**config.mk**
```make
export PLATFORM = sky130hd
export DESIGN_NAME = ffn_ring
export DESIGN_NICKNAME = d
export VERILOG_FILES = /design/src/hdl/ffn_pkg.sv /design/src/hdl/ffn_cell.sv /design/src/hdl/ffn_ring.sv
export SDC_FILE = /design/constraint.sdc
export NUM_CORES = 1
export LEC_CHECK = 0
export BUFFER_PORTS_ARGS = -buffer_cell sky130_fd_sc_hd__buf_4
export CAP_MARGIN = 25
export CORE_MARGIN = 2
export CORE_UTILIZATION = 60
export DETAILED_ROUTE_END_ITERATION = 10
export GPL_ROUTABILITY_DRIVEN = 0
export PLACE_DENSITY = 0.75
export REMOVE_ABC_BUFFERS = 1
export SLEW_MARGIN = 30
export SYNTH_ARGS = -nofsm -noshare
export SYNTH_HDL_FRONTEND = slang
export SYNTH_SLANG_ARGS = --single-unit
```
**constraint.sdc**
```tcl
create_clock -name i_clk -period 6.75 [get_ports i_clk]
set_clock_uncertainty 0.05 [all_clocks]
set_input_delay 1.35 -clock i_clk [delete_from_list [all_inputs] [get_ports i_clk]]
set_output_delay 1.35 -clock i_clk [all_outputs]
set_load 0.02 [all_outputs]
```
**src/hdl/ffn_pkg.sv**
```systemverilog
// Shared types, constants and GELU table arithmetic for the feed-forward block.
package ffn_pkg;

    localparam int DEF_EMB_DIM          = 16;
    localparam int DEF_HIDDEN_MULT      = 4;
    localparam int DEF_GELU_TABLE_DEPTH = 256;

    // Width of one GELU table point (signed Q4.16, magnitude up to 8.0)
    localparam int TBL_W = 21;

    localparam logic [2:0] OP_ROW = 3'd0;
    localparam logic [2:0] OP_W1  = 3'd1;
    localparam logic [2:0] OP_W2  = 3'd2;
    localparam logic [2:0] OP_B1  = 3'd3;
    localparam logic [2:0] OP_B2  = 3'd4;

    typedef struct packed {
        logic [2:0]         op;
        logic [9:0]         index;
        logic signed [15:0] value;
    } t_in_beat;

    typedef struct packed {
        logic signed [15:0] result;
        logic [3:0]         column;
        logic               last;
    } t_out_beat;

    // Control that travels with one product into an accumulator chain
    typedef struct packed {
        logic en;
        logic first;
        logic last;
    } t_mac;

    // Control of one issued multiply-accumulate step
    typedef struct packed {
        logic valid;
        logic first;
        logic last;
        logic ph;
    } t_iss;

    localparam longint ONE_Q16       = 64'sd65536;
    localparam longint ONE_Q30       = 64'sd1073741824;
    localparam longint EXP_M1_Q30    = 64'sd395007543;
    localparam longint SQRT_2_PI_Q24 = 64'sd13386282;
    localparam longint CUBIC_COEF_Q24 = 64'sd750193;

    // Signed quotient truncated toward zero, by shift and subtract; elaboration only
    function automatic longint div_trunc(input longint a, input longint b);
        longint ua;
        longint ub;
        longint q;
        longint rem;
        ua  = (a < 0) ? -a : a;
        ub  = (b < 0) ? -b : b;
        q   = 0;
        rem = 0;
        for (int k = 62; k >= 0; k--) begin
            rem = (rem <<< 1) | ((ua >>> k) & 64'sd1);
            if (rem >= ub) begin
                rem = rem - ub;
                q   = q | (64'sd1 <<< k);
            end
        end
        return ((a < 0) != (b < 0)) ? -q : q;
    endfunction

    // exp(-t) in Q30, t in Q16 below 16.0; evaluated at elaboration only
    function automatic longint exp_neg_q30(input longint t);
        longint n;
        longint r;
        longint term;
        longint sum;
        n    = t >>> 16;
        r    = t & 64'sd65535;
        term = ONE_Q30;
        sum  = ONE_Q30;
        for (int k = 1; k <= 12; k++) begin
            term = div_trunc(-(term * r), longint'(k) * ONE_Q16);
            sum  = sum + term;
        end
        for (longint k = 0; k < n; k++) begin
            sum = (sum * EXP_M1_Q30 + 64'sd536870912) >>> 30;
        end
        return sum;
    endfunction

    function automatic longint tanh_q16(input longint u);
        longint e;
        if (u >= 8 * ONE_Q16) begin
            return ONE_Q16;
        end
        e = exp_neg_q30(2 * u);
        return div_trunc((ONE_Q30 - e) <<< 16, ONE_Q30 + e);
    endfunction

    function automatic longint gelu_q16(input longint x);
        longint ax;
        longint sq;
        longint cube;
        longint inr;
        longint u;
        longint th;
        ax   = (x < 0) ? -x : x;
        sq   = (ax * ax) >>> 16;
        cube = (sq * ax) >>> 16;
        inr  = ax + ((cube * CUBIC_COEF_Q24) >>> 24);
        u    = (inr * SQRT_2_PI_Q24) >>> 24;
        th   = tanh_q16(u);
        if (x >= 0) begin
            return (ax * (ONE_Q16 + th)) >>> 17;
        end
        return -((ax * (ONE_Q16 - th)) >>> 17);
    endfunction

    // Table point k of a table with depth segments
    function automatic longint gelu_point(input int k, input int depth);
        longint num;
        longint x;
        num = (64'sd4096 * longint'(k) - 64'sd2048 * longint'(depth)) * 64'sd256;
        x   = div_trunc(num, longint'(depth));
        return gelu_q16(x);
    endfunction

endpackage

```
**src/hdl/ffn_cell.sv**
```systemverilog
// One accumulator cell of the chain: hold a partial sum, hand it on when enabled.
module ffn_cell import ffn_pkg::*; #(
    parameter int ACC_W = 48
) (
    input  logic                    i_clk,
    input  logic                    i_en,
    input  logic signed [ACC_W-1:0] i_d,
    output logic signed [ACC_W-1:0] o_q
);

    logic signed [ACC_W-1:0] r_q;

    always_ff @(posedge i_clk) begin
        if (i_en) begin
            r_q <= i_d;
        end
    end

    assign o_q = r_q;

endmodule

```
**src/hdl/ffn_ring.sv**
```systemverilog
// Ring of accumulator cells fed by one product per enabled cycle; rounds and saturates the final pass.
module ffn_ring import ffn_pkg::*; #(
    parameter int N     = 16,
    parameter int ACC_W = 48
) (
    input  logic               i_clk,
    input  logic               i_rst_n,
    input  t_mac               i_mac,
    input  logic signed [31:0] i_prod,
    input  logic signed [15:0] i_bias,
    output logic               o_valid,
    output logic signed [15:0] o_res
);

    logic signed [ACC_W-1:0] w_q [N];
    logic signed [ACC_W-1:0] w_base;
    logic signed [ACC_W-1:0] w_head;
    logic signed [ACC_W-1:0] w_rnd;
    logic signed [ACC_W-1:0] r_sum;
    logic                    r_sv;
    logic                    r_ov;
    logic signed [15:0]      r_res;

    // Start a fresh sum from the bias on the first pass, else take the oldest cell
    assign w_base = i_mac.first ? (ACC_W'(i_bias) <<< 8) : w_q[N-1];
    assign w_head = w_base + ACC_W'(i_prod);

    for (genvar k = 0; k < N; k++) begin : g_cell
        if (k == 0) begin : g_head
            ffn_cell #(.ACC_W(ACC_W)) u_cell (
                .i_clk (i_clk),
                .i_en  (i_mac.en),
                .i_d   (w_head),
                .o_q   (w_q[k])
            );
        end else begin : g_body
            ffn_cell #(.ACC_W(ACC_W)) u_cell (
                .i_clk (i_clk),
                .i_en  (i_mac.en),
                .i_d   (w_q[k-1]),
                .o_q   (w_q[k])
            );
        end
    end

    assign w_rnd = (r_sum + ACC_W'(128)) >>> 8;

    always_ff @(posedge i_clk) begin
        if (!i_rst_n) begin
            r_sv <= 1'b0;
            r_ov <= 1'b0;
        end else begin
            r_sv <= i_mac.en & i_mac.last;
            r_ov <= r_sv;
        end
    end

    always_ff @(posedge i_clk) begin
        r_sum <= w_head;
        if (w_rnd > ACC_W'(32767)) begin
            r_res <= 16'sh7fff;
        end else if (w_rnd < ACC_W'(-32768)) begin
            r_res <= -16'sh8000;
        end else begin
            r_res <= 16'(w_rnd);
        end
    end

    assign o_valid = r_ov;
    assign o_res   = r_res;

endmodule

```
# Word level (Yosys, flattened, before mapping)
# Index checks and enable logic that the tools add are counted.
# word_totals
romBits,0
mem_bits_rw,0
latch_bits,0
wordCells,27
n_memories,0
ff_bits,834
# op_classes
shifts,0
n_bitwise,1
n_mul,0
addsub,2
reduce_logical,0
div_mod_pow,0
order_cmp,2
n_mux,2
n_eq_ne,0
# op_table
cell,count
$add 48x32->48,1
$add 48x9->48 const B,1
$mux 48,1
$gt 40x16->1 const B,1
$lt 40x16->1 const B,1
$mux 16,1
$and 1x1->1,1

# Depth between registers and ports, before layout
# Gate-level depths: netlist of the first run.
# depth
ltp_word,3
mapped_depth,14

# Hierarchy
# Synthesis of the first run repeated with hierarchy kept, for this count alone.
# unflattened
hier_cells,1510
hier_area_um2,28803.9
# modules_own_cells
module,seq_area_each_um2,area_each_um2,cells_per_inst,instances
ffn_cell,1441.4,1441.4,48,16
ffn_ring,1181.1,5741.8,742,1

# Worst setup path after synthesis of the first run
# No wires, ideal clock.
# synth_path
kind,input port to flip-flop
startpoint,in i_mac[1] (netlist name)
endpoint,"reg g_cell[0].g_head.u_cell.r_q[45], data pin"
arrival_time_ns,4.628
setup_time_ns,0.262
stages,13
path_slack_ns,1.809
n_path_buf,2
required_time_ns,6.438
cell_sequence,buf_1 > clkbuf_1 > mux2_2 > ha_1 > a21o_1 > a21o_1 > a221o_1 > or3_1 > a21oi_2 > o21bai_2 > a221o_1 > a31oi_1 > xnor2_1
# synth_via
elab_chain_len,2
# synth_lines
element,line,text
"start, declared",ffn_ring.sv:8,"input t_mac i_mac,"
$mux 48,ffn_ring.sv:25,assign w_base = i_mac.first ? (ACC_W'(i_bias) <<< 8) : w_q[N-1];
$add 48x32->48,ffn_ring.sv:26,assign w_head = w_base + ACC_W'(i_prod);
named net g_cell[0].g_head.u_cell.i_d[45],ffn_cell.sv:7,"input logic signed [ACC_W-1:0] i_d,"
"end signal, assigned",ffn_cell.sv:15,r_q <= i_d;
"end, declared",ffn_cell.sv:11,logic signed [ACC_W-1:0] r_q;
# The timed path passes the listed nets, and every way through them passes these cells.
# A chain may end at the register's enable or synchronous reset.

# Final worst setup path of the first run
# Same ends and word-level chain as after synthesis.

==> flow_metrics.py, run 1 <==
metrics = {
    "outcome": {
        "status": "complete, but fails checks",
        "violations": "design-rule violations",
    },
    "worst_hold_path": {
        "hold_class": "flip-flop to flip-flop",
        "hp-start": "g_cell[3].g_body.u_cell.o_q[32]",
        "whs_path_depth": 0,
        "hold_path_end": "g_cell[4].g_body.u_cell.o_q[32]",
    },
    "critical_path": {
        "crit_type": "input pin to flip-flop",
        "cp_slowest_cell": "buf_4",
        "r2r_end": "g_cell[0].g_head.u_cell.o_q[46]",
        "start_kind": "input pin",
        "cpLargestDelayFamily": "compound AO/OA/AOI/OAI gates",
        "crit_arrival_ns": 4.81,
        "cpPeakStageDelay_ns": 0.43,
        "reg2reg_from": "g_cell[15].g_body.u_cell.o_q[0]",
        "cp.required_ns": 7.05,
        "end_kind": "flip-flop",
        "reg2reg_slack_ns": 3.04,
        "critPathBufInv": 1,
        "r2r_cells": 12,
        "crit_chain": "buf_4 > mux2_2 > ha_1 > a21o_1 > a21o_1 > a221o_1 > or3_1 > a21oi_2 > o21bai_2 > a221o_1 > a31oi_1 > xnor2_1",
        "critPathMaxFanout": 49,
    },
    "clocking": {
        "cts_made_buffers": 78,
        "cts_tree": "done",
        "clock-root-buffer": "clkbuf_16",
        "cts_resized": 0,
        "cts_buffer_depth": 3,
        "clkTransAtPathRegs_ns": 0.06,
        "numClockSinks": 827,
        "clock_latency_ns": 0.62,
        "hold_buffers": 0,
        "cts_setup_buffers": 0,
        "htreeDepth": 3,
    },
    "final_layout": {
        "syn2layout_area_growth_pct": 13.6,
        "fin_cells": 2240,
        "layout-drive-gt1-share_pct": 15.1,
        "nets": 1666,
        "num-fill-cells": 2827,
        "postLayoutCoreUtil_pct": 69.2,
    },
    "yosys": {
        "synthArstFlopShare_pct": 0,
        "netlist_top_cells_count": "edfxtp_1, dfxtp_1, o21ai_0, a21oi_1, ha_1",
        "synth_top_area_share_pct": 81.2,
        "synth-edff-count": 768,
        "post-synth-top-count-cell": "edfxtp_1",
        "synthDistinctLibCells": 75,
        "synth_top_area_cell": "edfxtp_1",
        "netlist_area_um2": 28400,
        "ys.flop_type": "edfxtp_1",
        "seq_area_frac_synth_pct": 85.4,
        "syn_area_per_cell_um2": 19.8,
        "synth_seq_cells": 827,
        "ys_warn_count": 0,
        "synth_area_leaders": "edfxtp_1, dfxtp_1, ha_1, xnor2_1, o21ai_0",
        "synthCells": 1431,
    },
    "timing": {
        "post-route-period-util_pct": 66.7,
        "final.min_clock_period_ns": 4.50,
        "drv_slew": 0,
        "hold_violations": 0,
        "tightest_slew_ns": 0.922,
        "rsz0062_at_grt": "no",
        "tns_ns": 0,
        "finalSetupViolCount": 0,
        "relSlewSlack_pct": 38.5,
        "fmax_mhz": 222,
    },
    "drt": {
        "drc": 8,
        "avgRoutedWirePerCell_um": 20.2,
        "routed_wl_mm": 45.3,
        "avgViaCountPerCell": 5.61,
        "routed-via-count": 12600,
        "drt_iter0_drc": 1352,
        "antenna_left": 0,
        "drt_pass1_iterations": 8,
    },
    "pwr": {
        "peakVddDrop_mv": 0.260,
        "leakagePower_uw": 0.0114,
        "finalPower_uw": 11500,
        "power.density_nw_per_um2": 356,
    },
    "flow_run": {
        "drv_cap": 0,
    },
    "floorplanning": {
        "fp-row-count": 79,
        "die_x_um": 222,
        "start_util_pct": 60.9,
        "die_y_um": 222,
        "io_pins": 70,
        "dieArea_um2": 49100,
        "core-area_um2": 46700,
    },
    "placement": {
        "dp_hpwl_mm": 26.2,
        "port_buffers": 69,
        "placedCellCount": 2090,
    },
    "global_routing": {
        "grt_pass1_vias": 12300,
        "grt.total_usage_pct": 18.7,
        "grt_max_degree": 183,
        "overflow": 0,
        "grt_pass1_wl_mm": 69.6,
        "antenna_found_initial": 6,
    },
}
sequential cells by signal (all words and copies together), names as in the netlist:
name and cells:
g_cell.g_body.u_cell.o_q 720, g_cell.g_head.u_cell.o_q 48, o_res 16, o_valid 1
r_sum 41, r_sv 1
placed cells by master, fill, tap and decap left out, types with 5 or more instances in the layout:
master	Yosys	final
a211oi_1	7	7
a21o_1	27	27
a21oi_1	49	49
a31oi_1	8	8
and2_1	5	5
and3_1	13	13
and4_1	5	5
buf_4	6	71
bufinv_16	0	8
clkbuf_1	11	14
clkbuf_16	0	81
clkinv_1	0	13
clkinv_2	0	15
dfxtp_1	59	59
edfxtp_1	768	768
ha_1	48	48
inv_1	35	35
inv_6	0	6
mux2_2	16	16
nand2_1	46	46
nand3_1	21	21
nand4_1	17	17
nor2_1	39	39
nor2b_1	21	21
nor3_1	7	7
nor4_1	5	5
o211ai_1	6	6
o21a_1	10	10
o21ai_0	56	56
o21ai_2	11	11
xnor2_1	34	34
xor2_1	31	31
report_power, final:
| part | internal (µW) | switching, µW |
|---|---|---|
| Combinational | 296 | 533 |
| Sequential | 6110 | 199 |
| Clock | 2550 | 1810 |
| Total | 8950 | 2540 |
worst max-delay path by stage:
stage                     startpoint                              end  slack, ns  cells past startpoint
after floorplan             i_mac[1]  g_cell[0].g_head.u_cell.o_q[45]       2.52                     11
after global placement      i_mac[1]  g_cell[0].g_head.u_cell.o_q[45]       1.69                     12
after detailed placement    i_mac[1]  g_cell[0].g_head.u_cell.o_q[45]       1.66                     12
after CTS                   i_mac[1]  g_cell[0].g_head.u_cell.o_q[45]       2.27                     12
after global routing        i_mac[1]  g_cell[0].g_head.u_cell.o_q[45]       2.03                     12
final                       i_mac[1]  g_cell[0].g_head.u_cell.o_q[45]       2.25                     12
area by class of cell:
type | count | area, µm² | share of cell area, %
tap | 607 | 759 | 2.35
clock inverter | 47 | 455 | 1.41
clock buffer | 98 | 2120 | 6.57
sequential | 827 | 24200 | 75.1
multi-input combinational | 546 | 3910 | 12.1
antenna | 4 | 10.0 | 0.0310
timing repair buffer | 76 | 636 | 1.97
inverter | 35 | 131 | 0.407
stage by stage:
step | setup slack (ns) | hold slack, ns | area, µm²
2_1_floorplan | 2.52 | 0.350 | 28300
3_3_place_gp | 1.69 | 0.351 | 29600
3_5_place_dp | 1.66 | 0.355 | 29600
4_1_cts | 2.27 | 0.358 | 32200
5_1_grt | 2.03 | 0.360 | 32300
6_report | 2.25 | 0.358 | 32300
layer usage:
layer	global-route usage (%)	part of all wire, %	vias to the layer above	wire, µm
li1	-	-	5847	-
met1	28.1	46	6267	20900
met2	26.9	45	345	20500
met3	4.40	5.6	108	2540
met4	7.26	3.0	0	1350
met5	0	0	-	0
cells by family after synthesis:
logic type,synth area share [%]
AO/OA/AOI/OAI,4.82
XOR/XNOR,2.06
adder cells (fa/ha/maj),2.18
buffers and inverters,0.907
flip-flops,85.4
multiplexers,0.705
AND/OR/NAND/NOR,3.97
Power figures use the tool's default switching activity.
==> inputs of run 2 (changes only) <==
--- a/config.mk
+++ b/config.mk
@@ -5,13 +5,14 @@
 export SDC_FILE = /design/constraint.sdc
 export NUM_CORES = 1
 export LEC_CHECK = 0
+export ABC_AREA = 1
 export BUFFER_PORTS_ARGS = -buffer_cell sky130_fd_sc_hd__buf_4
 export CAP_MARGIN = 25
 export CORE_MARGIN = 2
-export CORE_UTILIZATION = 60
+export CORE_UTILIZATION = 56
 export DETAILED_ROUTE_END_ITERATION = 10
 export GPL_ROUTABILITY_DRIVEN = 0
-export PLACE_DENSITY = 0.75
+export PLACE_DENSITY = 0.73
 export REMOVE_ABC_BUFFERS = 1
 export SLEW_MARGIN = 30
 export SYNTH_ARGS = -nofsm -noshare
==> constraint.sdc (replaced) <==
create_clock -name i_clk -period 4 [get_ports i_clk]
set_clock_uncertainty 0.05 [all_clocks]
set_input_delay 0.8 -clock i_clk [delete_from_list [all_inputs] [get_ports i_clk]]
set_output_delay 0.8 -clock i_clk [all_outputs]
set_load 0.02 [all_outputs]
==> flow_metrics.py, run 2 <==
metrics = {
    "critical_path": {
        "critPathMaxFanout": 25,
        "cpPeakStageDelay_ns": 0.51,
        "path_common_cell": "nand2_1",
        "cp_slowest_cell": "nand2_1",
        "crit_arrival_ns": 4.02,
        "cpLargestDelayFamily": "simple AND/OR/NAND/NOR gates",
        "crit_type": "input pin to flip-flop",
        "critPathBufInv": 1,
        "crit_chain": "buf_4 > nand2_1 > o21ai_0 > ha_1 > nand2_1 > nor2_1 > nand2_1 > nor4_1 > a21oi_1 > o21bai_1 > xor2_1",
        "end_kind": "flip-flop",
        "cp.required_ns": 4.28,
        "start_kind": "input pin",
    },
    "global_routing": {
        "antenna_found_initial": 2,
        "grt_max_degree": 113,
        "grt_pass1_wl_mm": 80.9,
        "overflow": 0,
        "grt_pass1_vias": 14500,
        "grt.total_usage_pct": 20.0,
    },
    "yosys": {
        "ys.flop_type": "edfxtp_1",
        "syn_area_per_cell_um2": 16.3,
        "synth_top_area_share_pct": 78.9,
        "synthDistinctLibCells": 37,
        "synth-edff-count": 768,
        "netlist_area_um2": 29200,
        "synthArstFlopShare_pct": 0,
        "synth_seq_cells": 827,
        "seq_area_frac_synth_pct": 82.9,
        "ys_warn_count": 0,
        "synthCells": 1793,
        "netlist_top_cells_count": "edfxtp_1, nand2_1, nor2_1, inv_1, o21ai_0",
        "synth_area_leaders": "edfxtp_1, dfxtp_1, nand2_1, ha_1, nor2_1",
        "post-synth-top-count-cell": "edfxtp_1",
        "synth_top_area_cell": "edfxtp_1",
    },
    "timing": {
        "whs_ns": 0.350,
        "hold_violations": 0,
        "finalSetupViolCount": 0,
        "tns_ns": 0,
        "finalWorstSetupSlack_ns": 0.258,
        "rsz0062_at_grt": "no",
        "tightest_slew_ns": 0.739,
        "post-route-period-util_pct": 93.5,
        "fmax_mhz": 267,
        "relSlewSlack_pct": 50.7,
        "drv_slew": 0,
        "final.min_clock_period_ns": 3.74,
    },
    "placement": {
        "placedCellCount": 2555,
        "dpl_worst_slack_ns": -0.185,
        "dp_hpwl_mm": 33.8,
        "port_buffers": 69,
    },
    "pwr": {
        "p_sw_uw": 4500,
        "power.density_nw_per_um2": 588,
        "leakagePower_uw": 0.0121,
        "p_clk_share_pct": 37.3,
        "peakVddDrop_mv": 0.429,
        "p_comb_share_pct": 8.4,
        "p_int_uw": 15100,
        "switching_share_pct": 23.0,
        "p_seq_share_pct": 54.3,
    },
    "drt": {
        "routed-via-count": 14900,
        "drt_iter0_drc": 1866,
        "antenna_left": 0,
        "drt_pass1_iterations": 8,
        "routed_wl_mm": 53.3,
        "avgViaCountPerCell": 5.52,
        "drc": 0,
        "avgRoutedWirePerCell_um": 19.8,
    },
    "clocking": {
        "numClockSinks": 827,
        "clock_latency_ns": 0.62,
        "clock-root-buffer": "clkbuf_16",
        "cts_made_buffers": 78,
        "hold_buffers": 0,
        "cts_setup_buffers": 0,
        "clkTransAtPathRegs_ns": 0.06,
        "cts_resized": 0,
        "cts_tree": "done",
        "cts_buffer_depth": 3,
        "htreeDepth": 3,
    },
    "final_layout": {
        "nets": 2057,
        "num-fill-cells": 3459,
        "layout-drive-gt1-share_pct": 11.4,
        "syn2layout_area_growth_pct": 14.1,
        "multi_input_area_um2": 4520,
        "final_common_cell": "edfxtp_1",
        "largest_register_ffs": 720,
        "fin_cells": 2696,
        "seq_area_um2": 24200,
        "mostFrequentLayoutCells": "edfxtp_1, nand2_1, nor2_1, inv_1, buf_4",
    },
    "floorplanning": {
        "io_pins": 70,
        "die_y_um": 232,
        "core-area_um2": 51500,
        "dieArea_um2": 54100,
        "die_x_um": 232,
        "start_util_pct": 56.8,
        "fp-row-count": 83,
    },
    "outcome": {
        "status": "finished clean",
    },
    "flow_run": {
        "drv_cap": 0,
    },
    "worst_hold_path": {
        "hold_class": "input pin to flip-flop",
    },
}
[run 2: cell types whose count changed after synthesis, sizes merged, moves of 10 or more]
cell and delta:
nor2b -21, nand3 +23, nor2 +122, xnor2 -10
nand3b +11, nand2 +254, inv +79, and3 -12
a21oi +17, a21o -25
[run 2: final timing paths]
kind | slack [ns] | depth (start not counted) | startpoint | end
worst min register to register | 0.35 | 0 | g_cell[6].g_body.u_cell.o_q[47] | g_cell[7].g_body.u_cell.o_q[47]
worst max register to register | 0.51 | 11 | g_cell[15].g_body.u_cell.o_q[12] | g_cell[0].g_head.u_cell.o_q[33]
worst max-delay path | 0.26 | 11 | i_mac[1] | g_cell[0].g_head.u_cell.o_q[32]
worst min-delay path | 0.35 | 3 | i_rst_n | o_valid
[run 2: kinds of logic (layout without fill, tap and decap cells)]
| logic type | after synthesis | in the layout | synth area share [%] |
|---|---|---|---|
| AO/OA/AOI/OAI | 161 | 161 | 2.94 |
| AND/OR/NAND/NOR | 555 | 555 | 7.92 |
| multiplexers | 15 | 15 | 0.578 |
| other | 0 | 1 | 0 |
| buffers and inverters | 123 | 345 | 1.63 |
| flip-flops | 827 | 827 | 82.9 |
| adder cells (fa/ha/maj) | 49 | 49 | 2.12 |
| XOR/XNOR | 63 | 63 | 1.89 |
[run 2: power by group through the flow]
| stage | registers [µW] | clock network (µW) | logic [µW] |
|---|---|---|---|
| after global placement | 10800 | 0 | 1580 |
| final | 10700 | 7310 | 1650 |
| after floorplan | 10700 | 0 | 806 |
| after detailed placement | 10800 | 0 | 1600 |
| after CTS | 10700 | 7510 | 1620 |
| after global routing | 10700 | 7820 | 1780 |
[run 2: layout make-up]
class                      count  share of cell area, %
timing repair buffer          91                   2.30
clock inverter                36                   1.23
sequential                   827                   72.7
inverter                     114                   1.28
clock buffer                 104                   6.42
multi-input combinational    843                   13.5
tap                          680                   2.55
antenna                        1                0.00750
[run 2: metal layers]
metal,up-vias,part of all wire [%],GRT usage (%)
met4,2,4.0,7.96
met2,688,45,30.1
met1,7204,43,28.7
li1,6832,-,-
met3,165,8.6,4.80
met5,-,0.019,0
[run 2: worst register-to-register path: cells and delay by family, from the launching register on]
family	cells	cell delay [ns]
adders and majority gates	1	0.38
muxes	1	0.27
DFF	1	0.36
AOI/OAI and AO/OA	3	0.92
and+or+nand+nor	6	1.20
[run 2: per-stage QoR]
stage,total power [µW],util (%),cell area [µm²]
after detailed placement,12400,59.8,30800
after global routing,20300,64.8,33400
final,19600,64.8,33400
after global placement,12400,59.8,30800
after CTS,19800,64.8,33400
after floorplan,11500,-,29200
